File: src/sv/tca_pkg.sv
// Shared types, codes and constants for the transaction-layer credit and tag allocator.
// Used by every module of the block; it depends on nothing else.
package tca_pkg;

  localparam int RING_DEPTH_DEF = 1024;
  localparam int TAG_DEPTH_DEF  = 256;
  localparam int QUEUE_DEPTH    = 2;

  localparam logic [7:0]  HDR_CREDIT_MAX = 8'hFF;
  localparam logic [11:0] PAY_CREDIT_MAX = 12'hFFF;
  localparam logic [7:0]  RST_HDR_CREDITS = 8'd32;
  localparam logic [11:0] RST_PAY_CREDITS = 12'd256;
  localparam int          RST_TAG_COUNT   = 32;
  localparam logic [15:0] RST_REQUESTER   = 16'd0;

  localparam logic [2:0] OPC_SUBMIT      = 3'd0;
  localparam logic [2:0] OPC_WRITE       = 3'd1;
  localparam logic [2:0] OPC_READ        = 3'd2;
  localparam logic [2:0] OPC_REL_CREDIT  = 3'd3;
  localparam logic [2:0] OPC_REL_TAG     = 3'd4;

  localparam logic [1:0] ST_OK        = 2'd0;
  localparam logic [1:0] ST_NO_SPACE  = 2'd1;
  localparam logic [1:0] ST_NO_CREDIT = 2'd2;
  localparam logic [1:0] ST_NO_TAG    = 2'd3;

  localparam logic [1:0] CFG_REQUESTER  = 2'd0;
  localparam logic [1:0] CFG_HDR_CREDIT = 2'd1;
  localparam logic [1:0] CFG_PAY_CREDIT = 2'd2;
  localparam logic [1:0] CFG_TAG_COUNT  = 2'd3;

  typedef enum logic [2:0] {
    CMD_SUBMIT,
    CMD_WRITE,
    CMD_READ,
    CMD_REL_CREDIT,
    CMD_REL_TAG,
    CMD_NOP
  } cmd_e;

  typedef struct packed {
    cmd_e        op;
    logic [7:0]  kind;
    logic [9:0]  count;
    logic [9:0]  index;
    logic [31:0] data;
    logic [7:0]  rtag;
  } cmd_t;

  typedef struct packed {
    logic [1:0]  status;
    logic [7:0]  tag;
    logic [9:0]  length;
    logic [7:0]  kind;
    logic [15:0] requester;
    logic [9:0]  base;
    logic [31:0] rdata;
  } res_t;

endpackage

File: src/sv/tca_fifo.sv
// Small synchronous FIFO used for the command queue and the result queue.
// Depends on tca_pkg for its default depth; the payload is a flat vector of W bits.
module tca_fifo #(
  parameter int W     = 8,
  parameter int DEPTH = tca_pkg::QUEUE_DEPTH
) (
  input  logic         clk_i,
  input  logic         rst_ni,
  input  logic         push_i,
  input  logic [W-1:0] data_i,
  output logic         full_o,
  input  logic         pop_i,
  output logic [W-1:0] data_o,
  output logic         empty_o
);

  localparam int PW = (DEPTH > 1) ? $clog2(DEPTH) : 1;
  localparam int CW = $clog2(DEPTH + 1);

  logic [W-1:0]  mem_q [DEPTH];
  logic [PW-1:0] wr_q, wr_d, rd_q, rd_d;
  logic [CW-1:0] cnt_q, cnt_d;
  logic          do_push, do_pop;

  assign full_o  = (cnt_q == CW'(DEPTH));
  assign empty_o = (cnt_q == '0);
  assign do_push = push_i && !full_o;
  assign do_pop  = pop_i && !empty_o;
  assign data_o  = mem_q[rd_q];

  always_comb begin
    wr_d  = wr_q;
    rd_d  = rd_q;
    cnt_d = cnt_q;
    if (do_push) begin
      wr_d = (wr_q == PW'(DEPTH - 1)) ? '0 : wr_q + 1'b1;
    end
    if (do_pop) begin
      rd_d = (rd_q == PW'(DEPTH - 1)) ? '0 : rd_q + 1'b1;
    end
    if (do_push && !do_pop) begin
      cnt_d = cnt_q + 1'b1;
    end else if (do_pop && !do_push) begin
      cnt_d = cnt_q - 1'b1;
    end
  end

  always_ff @(posedge clk_i or negedge rst_ni) begin
    if (!rst_ni) begin
      wr_q  <= '0;
      rd_q  <= '0;
      cnt_q <= '0;
    end else begin
      wr_q  <= wr_d;
      rd_q  <= rd_d;
      cnt_q <= cnt_d;
    end
  end

  always_ff @(posedge clk_i) begin
    if (do_push) begin
      mem_q[wr_q] <= data_i;
    end
  end

endmodule

File: config.mk
export PLATFORM = sky130hd
export DESIGN_NAME = tca_fifo
export DESIGN_NICKNAME = d
export VERILOG_FILES = /design/src/sv/tca_pkg.sv /design/src/sv/tca_fifo.sv
export SDC_FILE = /design/constraint.sdc
export NUM_CORES = 1
export LEC_CHECK = 0
export ABC_AREA = 1
export BUFFER_PORTS_ARGS = -buffer_cell sky130_fd_sc_hd__buf_2
export CAP_MARGIN = 20
export CORE_MARGIN = 1
export CORE_UTILIZATION = 44
export CTS_CLUSTER_SIZE = 12
export DETAILED_ROUTE_END_ITERATION = 16
export GPL_TIMING_DRIVEN = 0
export PLACE_DENSITY = 0.71
export SYNTH_ARGS = -nofsm -noshare
export SYNTH_HDL_FRONTEND = slang
export SYNTH_SLANG_ARGS = --single-unit
File: constraint.sdc
create_clock -name clk_i -period 1.45 [get_ports clk_i]
set_clock_uncertainty 0.15 [all_clocks]
set_input_delay 0.145 -clock clk_i [delete_from_list [all_inputs] [get_ports clk_i]]
set_output_delay 0.145 -clock clk_i [all_outputs]
set_load 0.01 [all_outputs]
==> flow_metrics.env <==
export IMPL_gp_congestion=0.7335
export IMPL_floorplan_die_width_um=44.90
export IMPL_grt_ovfl_total=0
export IMPL_synth_yosys_warnings=0
export IMPL_timing_critical_path_from_type="register"
export IMPL_timing_max_transition_violations_final=0
export IMPL_worst_r2r_cell_count=7
export IMPL_synth_instances=73
export IMPL_vias=633
export IMPL_dp_final_hpwl_um=945.3
export IMPL_timing_critical_path_required_ps=1150
export IMPL_ir_worst_vdd_mv=1.082
export IMPL_synth_most_common_cell="sky130_fd_sc_hd__nand2_1"
export IMPL_placed_cell_area_sq_um=953.4
export IMPL_io_buffers=21
export IMPL_final_setup_violation_count=5
export IMPL_final_critical_path_setup_slack_ps=-53.24
export IMPL_timing_hold_worst_class="primary input to asynchronous set/reset pin"
export IMPL_first_pass_grt_wire_length_um=2325
export IMPL_timing_rr_end="cnt_q[1]"
export IMPL_worst_r2r_setup_slack_ps=20
export IMPL_p_leak_nw=0.5416
export IMPL_critical_path_endpoint_type="output pin"
export IMPL_cap_viol_max_count=0
export IMPL_ys_dominant_reg_cell="sky130_fd_sc_hd__edfxtp_1"
export IMPL_synth_top_cell_by_area="sky130_fd_sc_hd__edfxtp_1"
export IMPL_synth_top_area_frac=0.5935
export IMPL_maximum_root_to_sink_buffer_count=2
export IMPL_worstSkewPairLatency_ps=290
export IMPL_rsz0062_at_grt="true"
export IMPL_final_routed_wire_length_divided_by_cell_count_um=11.49
export IMPL_ys_types=14
export IMPL_run_status="complete, but fails checks"
export IMPL_max_slew_margin_rel=0.8116
export IMPL_netlist_top_cells_count="sky130_fd_sc_hd__nand2_1, sky130_fd_sc_hd__edfxtp_1, sky130_fd_sc_hd__inv_1, sky130_fd_sc_hd__dfrtp_1"
export IMPL_totalWireLength_um=1608
export IMPL_synth_edff_count=16
export IMPL_antenna_left=0
export IMPL_r2r_start="cnt_q[0]"
export IMPL_synth_async_reset_ratio=0.2000
export IMPL_drive_above_1_share=0.4000
export IMPL_postSynthNetCount=86
export IMPL_fin_worst_hold_slack_ps=24.29
export IMPL_fin_cells=140
export IMPL_crit_start="rd_q"
export IMPL_placed_cells=119
export IMPL_synth_top_cells_by_area="sky130_fd_sc_hd__edfxtp_1, sky130_fd_sc_hd__nand2_1, sky130_fd_sc_hd__dfrtp_1"
export IMPL_clock_sink_count=20
export IMPL_post_synth_instance_area_sq_um=809.5
export IMPL_area_growth_syn_to_layout_pct=47.76
export IMPL_cellPowerDensity_mw_per_mm2=1868
export IMPL_groute_usage_overall=0.1770
export IMPL_initial_utilization=0.4688
export IMPL_cts_buffers=3
export IMPL_cp_data_arrival_time_ps=1210
export IMPL_num_fill_cells=147
export IMPL_layout_min_cycle_time_ps=1503
export IMPL_floorplan_io_pins=22
export IMPL_drtPass1Iterations=4
export IMPL_final_net_count=129
export IMPL_timing_fmax_mhz=665.2
export IMPL_average_vias_per_placed_instance=4.521
export IMPL_ys_seq_elements=20
export IMPL_violations="negative setup slack"
export IMPL_report_power_total_mw=2.234
export IMPL_clk_root_buffer_cell="sky130_fd_sc_hd__clkbuf_4"
export IMPL_dieHeight_um=44.90
export IMPL_cts_max_level=1
export IMPL_fin_crit_sh=1.037
export IMPL_vias_in_the_first_global_route=583
export IMPL_design_core_area_sq_mm=0.001727
export IMPL_grt_start_max_net_pins=12
export IMPL_finalSetupTns_ps=-186.3
export IMPL_synth_seq_area_share=0.7172
export IMPL_finalCoreUtilization=0.6928
export IMPL_cts_tree="done"
export IMPL_grt_antenna_before_repair=0
export IMPL_fp_dieArea_sq_mm=0.002016
export IMPL_synth_area_per_cell_sq_um=11.09
export IMPL_drt_initial_drc_count=12
export IMPL_max_slew_worst_pin_slew_ps=280.7
export IMPL_remaining_drc_errors=0
export IMPL_fp_row_count=15
export IMPL_crit_path_max_fanout=6
export IMPL_place_worst_setup_slack_ps=-147.6
export IMPL_timing_hold_violations_final=0
export IMPL_clk_pin_slew_worst_paths_ps=100
export IMPL_layout_cell_area_non_filler_sq_mm=0.001196
export IMPL_critical_path_class="register to output pin"
export IMPL_antennaDiodeCount=0
critical path, cell delays in order (launching register included):
cell and delay, ps:
sky130_fd_sc_hd__dfrtp_1 420, sky130_fd_sc_hd__buf_6 150, sky130_fd_sc_hd__buf_4 130, sky130_fd_sc_hd__nand2_1 50
sky130_fd_sc_hd__nand2_1 40, sky130_fd_sc_hd__buf_2 130
placed cells by master, fill, tap and decap left out:
cell type / netlist / final
sky130_fd_sc_hd__buf_2: 1 / 21
sky130_fd_sc_hd__dfrtp_1: 4 / 3
sky130_fd_sc_hd__nand2_1: 33 / 31
sky130_fd_sc_hd__inv_1: 7 / 4
sky130_fd_sc_hd__nand4_1: 1 / 1
sky130_fd_sc_hd__buf_4: 0 / 4
sky130_fd_sc_hd__buf_6: 0 / 3
sky130_fd_sc_hd__dfrtp_2: 0 / 1
sky130_fd_sc_hd__ha_4: 0 / 1
sky130_fd_sc_hd__inv_2: 1 / 2
sky130_fd_sc_hd__dlygate4sd3_1: 0 / 10
sky130_fd_sc_hd__edfxtp_1: 16 / 16
sky130_fd_sc_hd__o21ai_2: 0 / 1
sky130_fd_sc_hd__nand2_2: 0 / 2
sky130_fd_sc_hd__xnor2_1: 1 / 1
sky130_fd_sc_hd__clkbuf_4: 0 / 3
sky130_fd_sc_hd__inv_4: 0 / 2
sky130_fd_sc_hd__clkinv_1: 0 / 1
sky130_fd_sc_hd__clkinvlp_4: 0 / 1
sky130_fd_sc_hd__nand3b_1: 1 / 1
sky130_fd_sc_hd__o21ai_1: 0 / 1
sky130_fd_sc_hd__nand3_2: 0 / 1
sky130_fd_sc_hd__nor2_4: 0 / 4
where the power goes:
part	total [mW]	internal [mW]	switching [mW]
Sequential	0.910	0.800	0.110
Clock	0.256	0.100	0.156
Combinational	1.07	0.481	0.587
Total	2.23	1.38	0.852
state kept, by name, indices dropped and copies added, names as in the netlist:
name   count
rd_q       1
cnt_q      2
mem_q     16
wr_q       1
logic make-up after synthesis:
family | count (synthesis) | share of synthesized area
fa+ha+maj | 1 | 0.01545
buf+inv | 9 | 0.04327
xor+xnor | 1 | 0.01082
flops | 20 | 0.7172
compound gates | 2 | 0.01237
simple gates | 40 | 0.2009
worst max path at each step:
| stage | to | depth (start not counted) |
|---|---|---|
| floorplan | cnt_q[1] | 6 |
| global placement | mem_q[1][6] | 3 |
| detailed placement | mem_q[1][0] | 2 |
| CTS | data_o[0] | 5 |
| global route | data_o[5] | 5 |
| finish | data_o[6] | 5 |
repair_timing:
action,CTS,global route
setup endpoints to repair,26,10
gates cloned,2,0
pin swaps,5,6
gates resized for setup,9,12
hold endpoints to repair,21,0
buffers inserted,4,1
hold buffers,10,0
layout make-up:
class | instances | area [sq um] | share of cell area
Tap cell | 25 | 31.28 | 0.02615
Clock inverter | 1 | 3.754 | 0.003138
Inverter | 8 | 35.03 | 0.02929
Clock buffer | 3 | 22.52 | 0.01883
Multi-Input combinational cell | 44 | 245.2 | 0.2050
Sequential cell | 20 | 581.8 | 0.4864
Timing Repair inverter | 1 | 7.507 | 0.006276
Buffer | 1 | 11.26 | 0.009414
Timing Repair Buffer | 37 | 257.7 | 0.2155
layer usage:
metal / wire length, um / track usage
met2: 844 / 0.3059
met1: 705 / 0.1929
met5: 0 / 0
met4: 13 / 0.09091
met3: 45 / 0.06000
(Power assumes the default switching activity.)
