**src/sv/tca_pkg.sv**
```systemverilog
// Shared types, codes and constants for the transaction-layer credit and tag allocator.
// Used by every module of the block; it depends on nothing else.
package tca_pkg;

  localparam int RING_DEPTH_DEF = 1024;
  localparam int TAG_DEPTH_DEF  = 256;
  localparam int QUEUE_DEPTH    = 2;

  localparam logic [7:0]  HDR_CREDIT_MAX = 8'hFF;
  localparam logic [11:0] PAY_CREDIT_MAX = 12'hFFF;
  localparam logic [7:0]  RST_HDR_CREDITS = 8'd32;
  localparam logic [11:0] RST_PAY_CREDITS = 12'd256;
  localparam int          RST_TAG_COUNT   = 32;
  localparam logic [15:0] RST_REQUESTER   = 16'd0;

  localparam logic [2:0] OPC_SUBMIT      = 3'd0;
  localparam logic [2:0] OPC_WRITE       = 3'd1;
  localparam logic [2:0] OPC_READ        = 3'd2;
  localparam logic [2:0] OPC_REL_CREDIT  = 3'd3;
  localparam logic [2:0] OPC_REL_TAG     = 3'd4;

  localparam logic [1:0] ST_OK        = 2'd0;
  localparam logic [1:0] ST_NO_SPACE  = 2'd1;
  localparam logic [1:0] ST_NO_CREDIT = 2'd2;
  localparam logic [1:0] ST_NO_TAG    = 2'd3;

  localparam logic [1:0] CFG_REQUESTER  = 2'd0;
  localparam logic [1:0] CFG_HDR_CREDIT = 2'd1;
  localparam logic [1:0] CFG_PAY_CREDIT = 2'd2;
  localparam logic [1:0] CFG_TAG_COUNT  = 2'd3;

  typedef enum logic [2:0] {
    CMD_SUBMIT,
    CMD_WRITE,
    CMD_READ,
    CMD_REL_CREDIT,
    CMD_REL_TAG,
    CMD_NOP
  } cmd_e;

  typedef struct packed {
    cmd_e        op;
    logic [7:0]  kind;
    logic [9:0]  count;
    logic [9:0]  index;
    logic [31:0] data;
    logic [7:0]  rtag;
  } cmd_t;

  typedef struct packed {
    logic [1:0]  status;
    logic [7:0]  tag;
    logic [9:0]  length;
    logic [7:0]  kind;
    logic [15:0] requester;
    logic [9:0]  base;
    logic [31:0] rdata;
  } res_t;

endpackage

```
**src/sv/tca_fifo.sv**
```systemverilog
// Small synchronous FIFO used for the command queue and the result queue.
// Depends on tca_pkg for its default depth; the payload is a flat vector of W bits.
module tca_fifo #(
  parameter int W     = 8,
  parameter int DEPTH = tca_pkg::QUEUE_DEPTH
) (
  input  logic         clk_i,
  input  logic         rst_ni,
  input  logic         push_i,
  input  logic [W-1:0] data_i,
  output logic         full_o,
  input  logic         pop_i,
  output logic [W-1:0] data_o,
  output logic         empty_o
);

  localparam int PW = (DEPTH > 1) ? $clog2(DEPTH) : 1;
  localparam int CW = $clog2(DEPTH + 1);

  logic [W-1:0]  mem_q [DEPTH];
  logic [PW-1:0] wr_q, wr_d, rd_q, rd_d;
  logic [CW-1:0] cnt_q, cnt_d;
  logic          do_push, do_pop;

  assign full_o  = (cnt_q == CW'(DEPTH));
  assign empty_o = (cnt_q == '0);
  assign do_push = push_i && !full_o;
  assign do_pop  = pop_i && !empty_o;
  assign data_o  = mem_q[rd_q];

  always_comb begin
    wr_d  = wr_q;
    rd_d  = rd_q;
    cnt_d = cnt_q;
    if (do_push) begin
      wr_d = (wr_q == PW'(DEPTH - 1)) ? '0 : wr_q + 1'b1;
    end
    if (do_pop) begin
      rd_d = (rd_q == PW'(DEPTH - 1)) ? '0 : rd_q + 1'b1;
    end
    if (do_push && !do_pop) begin
      cnt_d = cnt_q + 1'b1;
    end else if (do_pop && !do_push) begin
      cnt_d = cnt_q - 1'b1;
    end
  end

  always_ff @(posedge clk_i or negedge rst_ni) begin
    if (!rst_ni) begin
      wr_q  <= '0;
      rd_q  <= '0;
      cnt_q <= '0;
    end else begin
      wr_q  <= wr_d;
      rd_q  <= rd_d;
      cnt_q <= cnt_d;
    end
  end

  always_ff @(posedge clk_i) begin
    if (do_push) begin
      mem_q[wr_q] <= data_i;
    end
  end

endmodule

```
**src/sv/tca_front.sv**
```systemverilog
// Front end: accepts requests, decodes the opcode into a command class and queues them.
// Depends on tca_pkg and tca_fifo.
module tca_front (
  input  logic              clk_i,
  input  logic              rst_ni,
  input  logic              push_i,
  output logic              full_o,
  input  logic [2:0]        opcode_i,
  input  logic [7:0]        tlp_kind_i,
  input  logic [9:0]        word_count_i,
  input  logic [9:0]        word_index_i,
  input  logic [31:0]       word_data_i,
  input  logic [7:0]        returned_tag_i,
  output tca_pkg::cmd_t     cmd_o,
  output logic              cmd_valid_o,
  input  logic              cmd_pop_i
);

  tca_pkg::cmd_t cmd_in;
  logic          q_empty;

  always_comb begin
    cmd_in.kind  = tlp_kind_i;
    cmd_in.count = word_count_i;
    cmd_in.index = word_index_i;
    cmd_in.data  = word_data_i;
    cmd_in.rtag  = returned_tag_i;
    unique case (opcode_i)
      tca_pkg::OPC_SUBMIT:     cmd_in.op = tca_pkg::CMD_SUBMIT;
      tca_pkg::OPC_WRITE:      cmd_in.op = tca_pkg::CMD_WRITE;
      tca_pkg::OPC_READ:       cmd_in.op = tca_pkg::CMD_READ;
      tca_pkg::OPC_REL_CREDIT: cmd_in.op = tca_pkg::CMD_REL_CREDIT;
      tca_pkg::OPC_REL_TAG:    cmd_in.op = tca_pkg::CMD_REL_TAG;
      default:                 cmd_in.op = tca_pkg::CMD_NOP;
    endcase
  end

  tca_fifo #(
    .W     ($bits(tca_pkg::cmd_t)),
    .DEPTH (tca_pkg::QUEUE_DEPTH)
  ) u_cmd_q (
    .clk_i   (clk_i),
    .rst_ni  (rst_ni),
    .push_i  (push_i),
    .data_i  (cmd_in),
    .full_o  (full_o),
    .pop_i   (cmd_pop_i),
    .data_o  (cmd_o),
    .empty_o (q_empty)
  );

  assign cmd_valid_o = !q_empty;

endmodule

```
**config.mk**
```make
export PLATFORM = sky130hd
export DESIGN_NAME = tca_front
export DESIGN_NICKNAME = d
export VERILOG_FILES = /design/src/sv/tca_pkg.sv /design/src/sv/tca_fifo.sv /design/src/sv/tca_front.sv
export SDC_FILE = /design/constraint.sdc
export NUM_CORES = 1
export LEC_CHECK = 0
export ABC_AREA = 1
export BUFFER_PORTS_ARGS = -buffer_cell sky130_fd_sc_hd__buf_2
export CAP_MARGIN = 5
export CORE_UTILIZATION = 56
export CTS_CLUSTER_DIAMETER = 200
export DETAILED_ROUTE_END_ITERATION = 8
export PLACE_DENSITY_LB_ADDON = 0.2
export SLEW_MARGIN = 20
export SYNTH_ARGS = -nofsm -noshare
export SYNTH_HDL_FRONTEND = slang
export SYNTH_SLANG_ARGS = --single-unit
```
**constraint.sdc**
```tcl
create_clock -name clk_i -period 11.7 [get_ports clk_i]
set_clock_uncertainty 0.1 [all_clocks]
set_input_delay 2.34 -clock clk_i [delete_from_list [all_inputs] [get_ports clk_i]]
set_output_delay 2.34 -clock clk_i [all_outputs]
set_load 0.05 [all_outputs]
```
==> results of run 1 <==
## cell usage after synthesis (2+ instances only)
| cell type | n | area [sq um] |
|---|---|---|
| buf_2 | 6 | 30.03 |
| buf_6 | 8 | 90.09 |
| dfrtp_1 | 4 | 100.1 |
| edfxtp_1 | 142 | 4264 |
| inv_1 | 8 | 30.03 |
| nand2_1 | 223 | 837.1 |
| nand3_1 | 2 | 10.01 |
| nor2_1 | 2 | 7.510 |
| nor2_2 | 2 | 12.51 |
## critical path: cells and delay by family, from the launching register on
kind,cells,cell delay (ns)
buf+inv,3,1.21
flops,1,0.34
simple gates,2,0.23
## area by class of cell
class                      instances  area (sq um)  share of cell area [%]
clock buffer                      18         417.9                   6.148
clock inverter                    12         135.1                   1.988
inverter                           9         38.79                  0.5706
multi-input combinational        235         920.9                   13.55
sequential                       146          4365                   64.22
tap                              129         161.4                   2.374
timing repair buffer             150         758.2                   11.15
## worst min-delay path by stage
stage               slack (ns)  cells after the start                         start                           end
floorplan                 0.34                      2  u_cmd_q.cnt_q[1]$_DFFE_PN0P_  u_cmd_q.cnt_q[1]$_DFFE_PN0P_
global placement          0.36                      2  u_cmd_q.cnt_q[1]$_DFFE_PN0P_  u_cmd_q.cnt_q[1]$_DFFE_PN0P_
detailed placement        0.37                      2  u_cmd_q.cnt_q[1]$_DFFE_PN0P_  u_cmd_q.cnt_q[1]$_DFFE_PN0P_
CTS                       0.38                      2  u_cmd_q.cnt_q[1]$_DFFE_PN0P_  u_cmd_q.cnt_q[1]$_DFFE_PN0P_
global route              0.41                      2  u_cmd_q.cnt_q[1]$_DFFE_PN0P_  u_cmd_q.cnt_q[1]$_DFFE_PN0P_
finish                    0.38                      2  u_cmd_q.cnt_q[1]$_DFFE_PN0P_  u_cmd_q.cnt_q[1]$_DFFE_PN0P_
## routing by layer
| metal | vias to the layer above | routed length, microns | share of wire [%] |
|---|---|---|---|
| met5 | - | 0 | 0 |
| met4 | 0 | 141 | 1.4 |
| met3 | 10 | 605 | 6.1 |
| met2 | 121 | 5151 | 52 |
| met1 | 1606 | 4049 | 41 |
| li1 | 1671 | - | - |
## sequential cells by signal, summed over array words and instances (netlist names)
register	count
u_cmd_q.cnt_q	2
u_cmd_q.mem_q	142
u_cmd_q.rd_q	1
u_cmd_q.wr_q	1
## metrics by stage
| stage | cell area, sq um | setup slack (ns) | hold slack (ns) | util [%] |
|---|---|---|---|---|
| floorplan | 5448 | 5.690 | 0.3417 | - |
| global placement | 6245 | 7.307 | 0.3555 | 66.95 |
| detailed placement | 6245 | 7.283 | 0.3701 | 66.95 |
| CTS | 6798 | 6.880 | 0.3831 | 72.88 |
| global route | 6798 | 6.709 | 0.4099 | 72.88 |
| finish | 6798 | 6.898 | 0.3771 | 72.88 |
## logic make-up (layout without fill, tap and decap cells)
family / count (synthesis) / count (layout) / share of synthesized area (%)
AND/OR/NAND/NOR: 231 / 231 / 16.15
flip-flops: 146 / 146 / 80.11
buffers and inverters: 25 / 189 / 3.124
AO/OA/AOI/OAI: 2 / 2 / 0.2296
adder cells (fa/ha/maj): 1 / 1 / 0.2296
XOR/XNOR: 1 / 1 / 0.1608
## layout by cell type, fill, tap and decap left out, types with 2 or more instances in the layout
cell type / count
buf_4: 3
dfrtp_1: 3
inv_1: 7
clkinv_4: 2
nand2_1: 223
edfxtp_1: 142
nor2_2: 2
clkbuf_16: 16
inv_6: 4
bufinv_16: 2
nand3_1: 2
clkinvlp_4: 3
buf_2: 147
==> summary.md, run 1 <==
| Metric | Value |
|---|---|
| Status | `complete, no violations` |
| # Post-CTS Setup Buffers | `0` |
| Die Span X | `100.6 microns` |
| Io pins | `148` |
| Post-synth EDFFs | `142` |
| Initial antenna violation count | `0` |
| CTS Buf Count | `17` |
| Max Cap Viol | `0` |
| Clock-pin slew on the worst setup and hold paths | `0.06 ns` |
| Unique masters post-synth | `18` |
| Slowest stage delay, CP | `0.61 ns` |
| Die area | `10130 sq um` |
| Mapped Cells | `406` |
| Area grow syn2layout | `24.78%` |
| Fin. max-slew vios | `0` |
| CP max stage cell | `buf_4` |
| End point of the critical path | `cmd_o[22]` |
| Final Net Count | `635` |
| Register bit total from synthesis | `146` |
| Site Rows | `35` |
| Vias | `3408` |
| Post-synthesis async set-or-reset flop share | `2.740%` |
| GP Congestion | `0.7511` |
| GRT busiest layer | `met2` |
| Wire per inst | `14.23 microns` |
| Hold_buf cts | `0` |
| CP endpoint kind | `primary output` |
| Slew margin rel. | `46.15%` |
| Antenna Nets Post-Route | `0` |
| DR vias/cell | `4.876` |
| DR DRC count | `0` |
| Final wirelength | `9948 microns` |
| First-pass GRT wire length | `15040 microns` |
| CTS H-Tree Depth | `4` |
| I/O Buffers | `147` |
| Worst-margin pin slew | `0.8059 ns` |
| Post-DP HPWL | `6074 microns` |
| Mean post-synth cell area | `13.42 sq um` |
| Worst R2R Start | `u_cmd_q.cnt_q[1]$_DFFE_PN0P_` |
| CTS tree | `yes` |
| Max Root-Sink Buffers | `2` |
| GRT overflow | `0` |
| Cells along the critical path | `buf_4 -> inv_6 -> nand2_1 -> nand2_1 -> buf_2` |
| Worst reg2reg path depth | `4` |
| Worst endpoint data arrival time | `2.36 ns` |
| CP Class | `reg -> out` |
| Post-layout minimum cycle time | `4.802 ns` |
| Met1 GRT Util | `23.68%` |
| Register area share after synthesis | `80.11%` |
| Initial Utilization | `58.40%` |
| Setup TNS Final | `0 ns` |
| CTS sink count | `146` |
| Largest net degree at the start of global routing | `74` |
| Syn Nets | `482` |
| RSZ-0062 raised after global routing | `false` |
| Fin crit share | `41.05%` |
| Placed cell count | `669` |
| GR Layer Usage met2 | `34.35%` |
| Final setup fails | `0` |
| Core Area | `9328 sq um` |
| CTS root buf | `clkbuf_8` |
| Mapped cell area | `5448 sq um` |
| Final cell count without fillers | `699` |
| Tot GR Track Use | `20.23%` |
| Worst Path Required | `9.26 ns` |
| Layout filler cell count | `630` |
| Worst reg-to-reg setup slack | `9.23 ns` |
| Met3 usage | `6.865%` |
| Worst Setup Start Kind | `flop` |
| ANT cells | `0` |
| Initial drt markers | `144` |
| Syn. warnings | `0` |
| Ys flop type | `edfxtp_1` |
| Max FO, Critical Path | `73` |
| Final Hold Vio Count | `0` |
| Die Ht | `100.6 microns` |
| Clock Latency Late Sink | `0.49 ns` |
| Drt first pass iters | `4` |
| Crit path launch | `u_cmd_q.rd_q$_DFFE_PN0P_` |
| Post_cts resized | `0` |
| F_max | `0.2082 GHz` |
| Layout cell share with drive strength beyond 1 | `32.46%` |
| Vias in the first global route | `3318` |
| Hold WC Path Type | `reg -> reg` |
| Reg2reg end | `u_cmd_q.mem_q[1][40]$_DFFE_PP_` |
| Most used cell, CP | `nand2_1` |
Power of run 1 is not shown: default switching activity piles up to over one toggle a cycle in this logic, so the estimate is an artifact.
==> inputs of run 2 (changes only) <==
ABC_AREA = 0   (was 1)
CORE_UTILIZATION = 52   (was 56)
clock period = 4.7 ns   (was 11.7 ns; I/O delays follow)
==> run 2 against run 1 <==
  * Utilization shrank 5.0 points
  * Final area is 4.4% higher
  * Critical path depth is 2 lower
  * Synthesized cell count down 40%
  * Register-to-register slack worse by 6.8 ns
  * Non-clock buffer count did not move
  * Sequential share of layout area decreased by 2.7 points
  * Critical path type unchanged
  * Largest cell class unchanged
  * Highest routed layer unchanged
==> summary.md, run 2 <==
| Metric | Value |
|---|---|
| Area grow syn2layout | `24.69%` |
| Fin crit share | `74.84%` |
| Hold WC Path Type | `in -> async` |
| I/O Buffers | `147` |
| Syn. warnings | `0` |
| Post_cts resized | `0` |
| Core Util, Final | `67.83%` |
| Register bit total from synthesis | `146` |
| CTS tree | `yes` |
| Post-synth EDFFs | `142` |
| DR DRC count | `0` |
| Initial drt markers | `75` |
| Fin. max-slew vios | `0` |
| Tot GR Track Use | `16.82%` |
| Reg2reg end | `u_cmd_q.mem_q[0][69]$_DFFE_PP_` |
| Cells along the critical path | `buf_4 -> mux2_4 -> buf_2` |
| First-pass GRT wire length | `13830 microns` |
| Register area share after synthesis | `76.68%` |
| CTS H-Tree Depth | `4` |
| Slowest stage delay, CP | `0.94 ns` |
| Slew margin rel. | `34.81%` |
| Largest net degree at the start of global routing | `72` |
| PwrDens | `773.3 nW/um^2` |
| Die Ht | `106.6 microns` |
| Share of the synthesized area in the top cell type | `74.92%` |
| Site Rows | `37` |
| Most numerous cell in the Yosys netlist | `edfxtp_1` |
| Syn Nets | `319` |
| Clock Latency Late Sink | `0.51 ns` |
| F_max | `0.2843 GHz` |
| Worst-margin pin slew | `0.9778 ns` |
| Hold_buf cts | `0` |
| Area contributors post-synth | `edfxtp_1, mux2_4, buf_12` |
| Worst reg-to-reg setup slack | `2.45 ns` |
| Initial Utilization | `54.40%` |
| Crit path launch | `u_cmd_q.rd_q$_DFFE_PN0P_` |
| Initial antenna violation count | `0` |
| Io pins | `148` |
| GP Congestion | `0.7294` |
| Max FO, Critical Path | `43` |
| Core Area | `10460 sq um` |
| Clock-pin slew on the worst setup and hold paths | `0.06 ns` |
| Worst R2R Start | `u_cmd_q.cnt_q[0]$_DFFE_PN0P_` |
| Post-synthesis async set-or-reset flop share | `2.740%` |
| Die area | `11370 sq um` |
| Mean post-synth cell area | `23.42 sq um` |
| Worst endpoint data arrival time | `2.48 ns` |
| DR vias/cell | `4.833` |
| CP endpoint kind | `primary output` |
| Unique masters post-synth | `19` |
| Max Cap Viol | `0` |
| Final Net Count | `479` |
| Layout cell share with drive strength beyond 1 | `61.54%` |
| Largest Register | `u_cmd_q.mem_q` |
| Final wirelength | `8926 microns` |
| CTS Buf Count | `17` |
| Area leader, netlist | `edfxtp_1` |
| Worst Path Required | `3.66 ns` |
| # Post-CTS Setup Buffers | `0` |
| Worst reg2reg path depth | `4` |
| Final Hold Vio Count | `0` |
| Setup TNS Final | `0 ns` |
| Most common cell after layout, fill and taps aside | `buf_2` |
| CP max stage cell | `dfrtp_4` |
| End point of the critical path | `cmd_o[52]` |
| Vias in the first global route | `2848` |
| Drt first pass iters | `5` |
| Commonest cells in the netlist | `edfxtp_1, mux2_4, buf_12` |
| Wire per inst | `16.17 microns` |
| Multi-input logic area | `1177 sq um` |
| Top flop regs | `u_cmd_q.mem_q x142, u_cmd_q.cnt_q x2` |
| CP Class | `reg -> out` |
| Commonest cells after routing, fill and taps aside | `buf_2, edfxtp_1, mux2_4` |
| CTS sink count | `146` |
| VDD IR-drop max | `0.4284 mV` |
| Final setup fails | `0` |
| RSZ-0062 raised after global routing | `false` |
| Max Root-Sink Buffers | `2` |
| Worst Setup Start Kind | `flop` |
| Flip-flop and latch area | `4368 sq um` |
| Mapped cell area | `5692 sq um` |
| Vias | `2668` |
| Die Span X | `106.6 microns` |
| Antenna Nets Post-Route | `0` |
| Layout filler cell count | `737` |
| Post-DP HPWL | `5704 microns` |
| GRT overflow | `0` |
| Largest register FFs | `142` |
| Post-layout minimum cycle time | `3.517 ns` |
| Ys flop type | `edfxtp_1` |
| Mapped Cells | `243` |
| ANT cells | `0` |
| Status | `complete, no violations` |
| CTS root buf | `clkbuf_8` |
| Lkg Pwr | `2.894 nW` |
==> run 2: kinds of logic (layout without fill, tap and decap cells) <==
family	count (synthesis)	in the layout	share of synthesized area, %
buffers and inverters	11	184	2.858
muxes	71	71	18.60
xor gates and xnor gates	5	5	0.7695
adders and majority gates	1	1	0.2198
DFF	146	146	76.68
AOI/OAI and AO/OA	1	1	0.1319
and+or+nand+nor	8	8	0.7478
==> run 2: through the flow <==
stage	setup slack (ns)	std cells	hold WS, ns	area (sq um)	total power, mW
6_report	1.183	552	0.1166	7097	5.488
5_1_grt	1.071	552	0.09249	7097	5.701
4_1_cts	1.130	552	0.09477	7097	5.552
3_5_place_dp	1.697	520	0.3813	6494	4.198
3_3_place_gp	1.701	520	0.3743	6494	4.169
2_1_floorplan	0.1058	243	0.3559	5692	3.903
==> run 2: report_power, final <==
part / total, mW / internal (mW) / switching [mW]
registers: 1.97 / 1.79 / 0.179
clock network: 1.34 / 0.856 / 0.489
logic: 2.18 / 0.724 / 1.45
==> run 2: metal layers <==
| layer | global-route usage (%) | up-vias | share of wire (%) |
|---|---|---|---|
| li1 | - | 1278 | - |
| met1 | 19.23 | 1287 | 40 |
| met2 | 28.16 | 94 | 52 |
| met3 | 6.809 | 9 | 6.9 |
| met4 | 6.751 | 0 | 1.1 |
| met5 | 0 | - | 0 |
==> run 2: worst min-delay path by stage <==
stage	to	depth (start not counted)
6_report	u_cmd_q.cnt_q[1]$_DFFE_PN0P_	1
5_1_grt	u_cmd_q.cnt_q[1]$_DFFE_PN0P_	1
4_1_cts	u_cmd_q.cnt_q[1]$_DFFE_PN0P_	1
3_5_place_dp	u_cmd_q.cnt_q[1]$_DFFE_PN0P_	1
3_3_place_gp	u_cmd_q.cnt_q[1]$_DFFE_PN0P_	1
2_1_floorplan	u_cmd_q.cnt_q[1]$_DFFE_PN0P_	1
==> run 2: critical path, delay by kind of cell (launching register included) <==
kind / cells / cell delay, ns
flops: 1 / 0.94
buf+inv: 2 / 0.63
mux: 1 / 0.33
==> run 2: final cells by class <==
type                       count  share of cell area [%]
clock inverter                15                   2.662
inverter                       2                  0.1058
sequential                   146                   61.55
clock buffer                  17                   5.836
timing repair buffer         150                   10.86
multi-input combinational     86                   16.59
tap                          136                   2.398
Power figures use the tool's default switching activity.
==> inputs of run 3 (changes only) <==
CORE_UTILIZATION = 47   (was 52)
clock period = 2.85 ns   (was 4.7 ns; I/O delays follow)
==> run 3 against run 2 <==
  * The flow now finishes with violations (DRC)
  * Sequential power is 60% higher
  * Clock power is 54% higher
  * Largest cell class unchanged
  * Cell count is 2.4% higher
  * Register-to-register slack worse by 1.4 ns
  * Count of clock-buffer cells in the layout is 6 higher
  * Global-route usage is 1.3 points lower
  * Utilization is 6.4 points lower
  * Combinational power is 72% higher
  * Highest routed layer unchanged
==> summary.md, run 3 (synthesized netlist as in run 2, its figures left out) <==
| Metric | Value |
|---|---|
| GRT overflow | `0` |
| Layout filler cell count | `856` |
| Clock share of power | `23.1%` |
| ANT cells | `0` |
| Core Area | `11610 sq um` |
| CTS H-Tree Depth | `4` |
| Final wirelength | `9243 microns` |
| Fraction of power consumed by sequential logic | `35.2%` |
| Largest register FFs | `142` |
| Commonest cells after routing, fill and taps aside | `buf_2, edfxtp_1, mux2_4` |
| CP endpoint kind | `primary output` |
| Post_cts resized | `0` |
| Max Cap Viol | `0` |
| Reg2reg end | `u_cmd_q.mem_q[1][44]$_DFFE_PP_` |
| Area grow syn2layout | `25.28%` |
| Post-layout minimum cycle time | `2.664 ns` |
| Worst-margin pin slew | `0.4359 ns` |
| Pwr Total | `8.967 mW` |
| Site Rows | `39` |
| Hold Crit Endpoint | `u_cmd_q.mem_q[0][63]$_DFFE_PP_` |
| Worst endpoint data arrival time | `1.99 ns` |
| Largest Register | `u_cmd_q.mem_q` |
| Drt first pass iters | `9` |
| CTS tree | `yes` |
| Worst Setup Start Kind | `flop` |
| CTS root buf | `clkbuf_16` |
| Worst R2R Start | `u_cmd_q.cnt_q[0]$_DFFE_PN0P_` |
| Top flop regs | `u_cmd_q.mem_q x142, u_cmd_q.cnt_q x2` |
| Final Hold Vio Count | `0` |
| Layout cell share with drive strength beyond 1 | `61.85%` |
| Met1 GRT Util | `17.00%` |
| Worst Path Required | `2.18 ns` |
| Post-DP HPWL | `6101 microns` |
| Met3 usage | `5.724%` |
| First-pass GRT wire length | `14150 microns` |
| Combinational Power Share | `41.7%` |
| I/O Buffers | `147` |
| Final Net Count | `485` |
| Tot GR Track Use | `15.56%` |
| Worst reg-to-reg setup slack | `1.06 ns` |
| Die Span X | `112.0 microns` |
| Hold_buf cts | `1` |
| # Post-CTS Setup Buffers | `0` |
| DR DRC count | `8` |
| Vias in the first global route | `2859` |
| F_max | `0.3753 GHz` |
| HP Start | `tlp_kind_i[3]` |
| Violated checks | `DRC` |
| Fin. max-slew vios | `0` |
| Final setup fails | `0` |
| Antenna Nets Post-Route | `0` |
| WHS Path Cells | `1` |
| Initial drt markers | `113` |
| Fin crit share | `93.49%` |
| Most common cell after layout, fill and taps aside | `buf_2` |
| Initial Utilization | `49.01%` |
| Cells along the critical path | `buf_4 -> mux2_2 -> buf_2` |
| RSZ-0062 raised after global routing | `false` |
| Crit path launch | `u_cmd_q.rd_q$_DFFE_PN0P_` |
| Sw Pwr | `3.503 mW` |
| CTS Buf Count | `17` |
| Clock-pin slew on the worst setup and hold paths | `0.06 ns` |
| Die area | `12550 sq um` |
| Clock Latency Late Sink | `0.40 ns` |
| Max Root-Sink Buffers | `2` |
| Largest net degree at the start of global routing | `33` |
| CTS sink count | `146` |
| Io pins | `148` |
| Switching share of total power | `39.07%` |
| Vias | `2730` |
| PwrDens | `1258 nW/um^2` |
| Cell internal pwr | `5.464 mW` |
| Status | `complete, but fails checks` |
| GP Congestion | `0.6714` |
| VDD IR-drop max | `0.7012 mV` |
| DR vias/cell | `4.832` |
| GRT busiest layer | `met2` |
| Hold WC Path Type | `in -> reg` |
| CP Class | `reg -> out` |
| Max FO, Critical Path | `21` |
| Lkg Pwr | `2.919 nW` |
| Slew margin rel. | `70.94%` |
| Die Ht | `112.0 microns` |
| GR Layer Usage met2 | `26.46%` |
| Slowest stage delay, CP | `0.70 ns` |
| Initial antenna violation count | `0` |
| CP max stage cell | `dfrtp_4` |
| Wire per inst | `16.36 microns` |
| Worst reg2reg path depth | `3` |
| Setup TNS Final | `0 ns` |
-- run 3: cell count changes in the layout (fill, tap and decap cells not counted) --
cell	previous run	this run
buf_12	1	2
clkinv_4	2	1
buf_4	2	6
clkbuf_16	16	17
bufinv_16	4	1
clkbuf_1	0	2
clkinv_2	4	5
clkinv_1	2	0
dlygate4sd3_1	0	1
clkinvlp_4	2	1
clkbuf_8	1	4
-- run 3: worst max path at each step --
stage | end | slack, ns | depth (start not counted)
after detailed placement | cmd_o[41] | 0.59 | 3
after global placement | cmd_o[45] | 0.61 | 3
after CTS | cmd_o[41] | 0.13 | 3
after floorplan | u_cmd_q.mem_q[1][0]$_DFFE_PP_ | 0.04 | 1
after global routing | cmd_o[41] | 0.1 | 3
final | cmd_o[41] | 0.19 | 3
-- run 3: layer usage --
metal | vias up | wire length (microns)
li1 | 1294 | -
met1 | 1328 | 3668
met2 | 89 | 4790
met3 | 19 | 578
met4 | 0 | 207
met5 | - | 0
-- run 3: worst max-delay path, delay by kind of cell, from the launching register on --
kind	cells	cell delay [ns]
multiplexers	1	0.35
flip-flops	1	0.70
buffers and inverters	2	0.53
-- run 3: layout make-up --
cell class	count	area, sq um	share of cell area [%]
Sequential cell	146	4368	61.26
Inverter	2	7.507	0.1053
Timing Repair Buffer	156	830.8	11.65
Multi-Input combinational cell	86	1177	16.51
Clock buffer	23	488.0	6.843
Clock inverter	9	80.08	1.123
Tap cell	143	178.9	2.509
-- run 3: metrics by stage --
step                      worst slack, ns  instance area, sq um  hold WS (ns)  utilization, %  instances
after global routing              0.09795                  7131        0.2214           61.40        565
after detailed placement           0.5914                  6553        0.2818           56.42        532
after global placement             0.6115                  6553        0.2790           56.42        532
after floorplan                   0.04088                  5699        0.1744               -        243
final                              0.1857                  7131        0.2456           61.40        565
after CTS                          0.1324                  7131        0.2252           61.40        565
-- run 3: power by group through the flow --
stage,clock [mW],combinational (mW),sequential (mW)
after global placement,0,3.77,3.18
after detailed placement,0,3.78,3.21
after global routing,2.21,3.90,3.20
after CTS,2.11,3.79,3.17
final,2.07,3.74,3.15
after floorplan,0,3.33,3.10
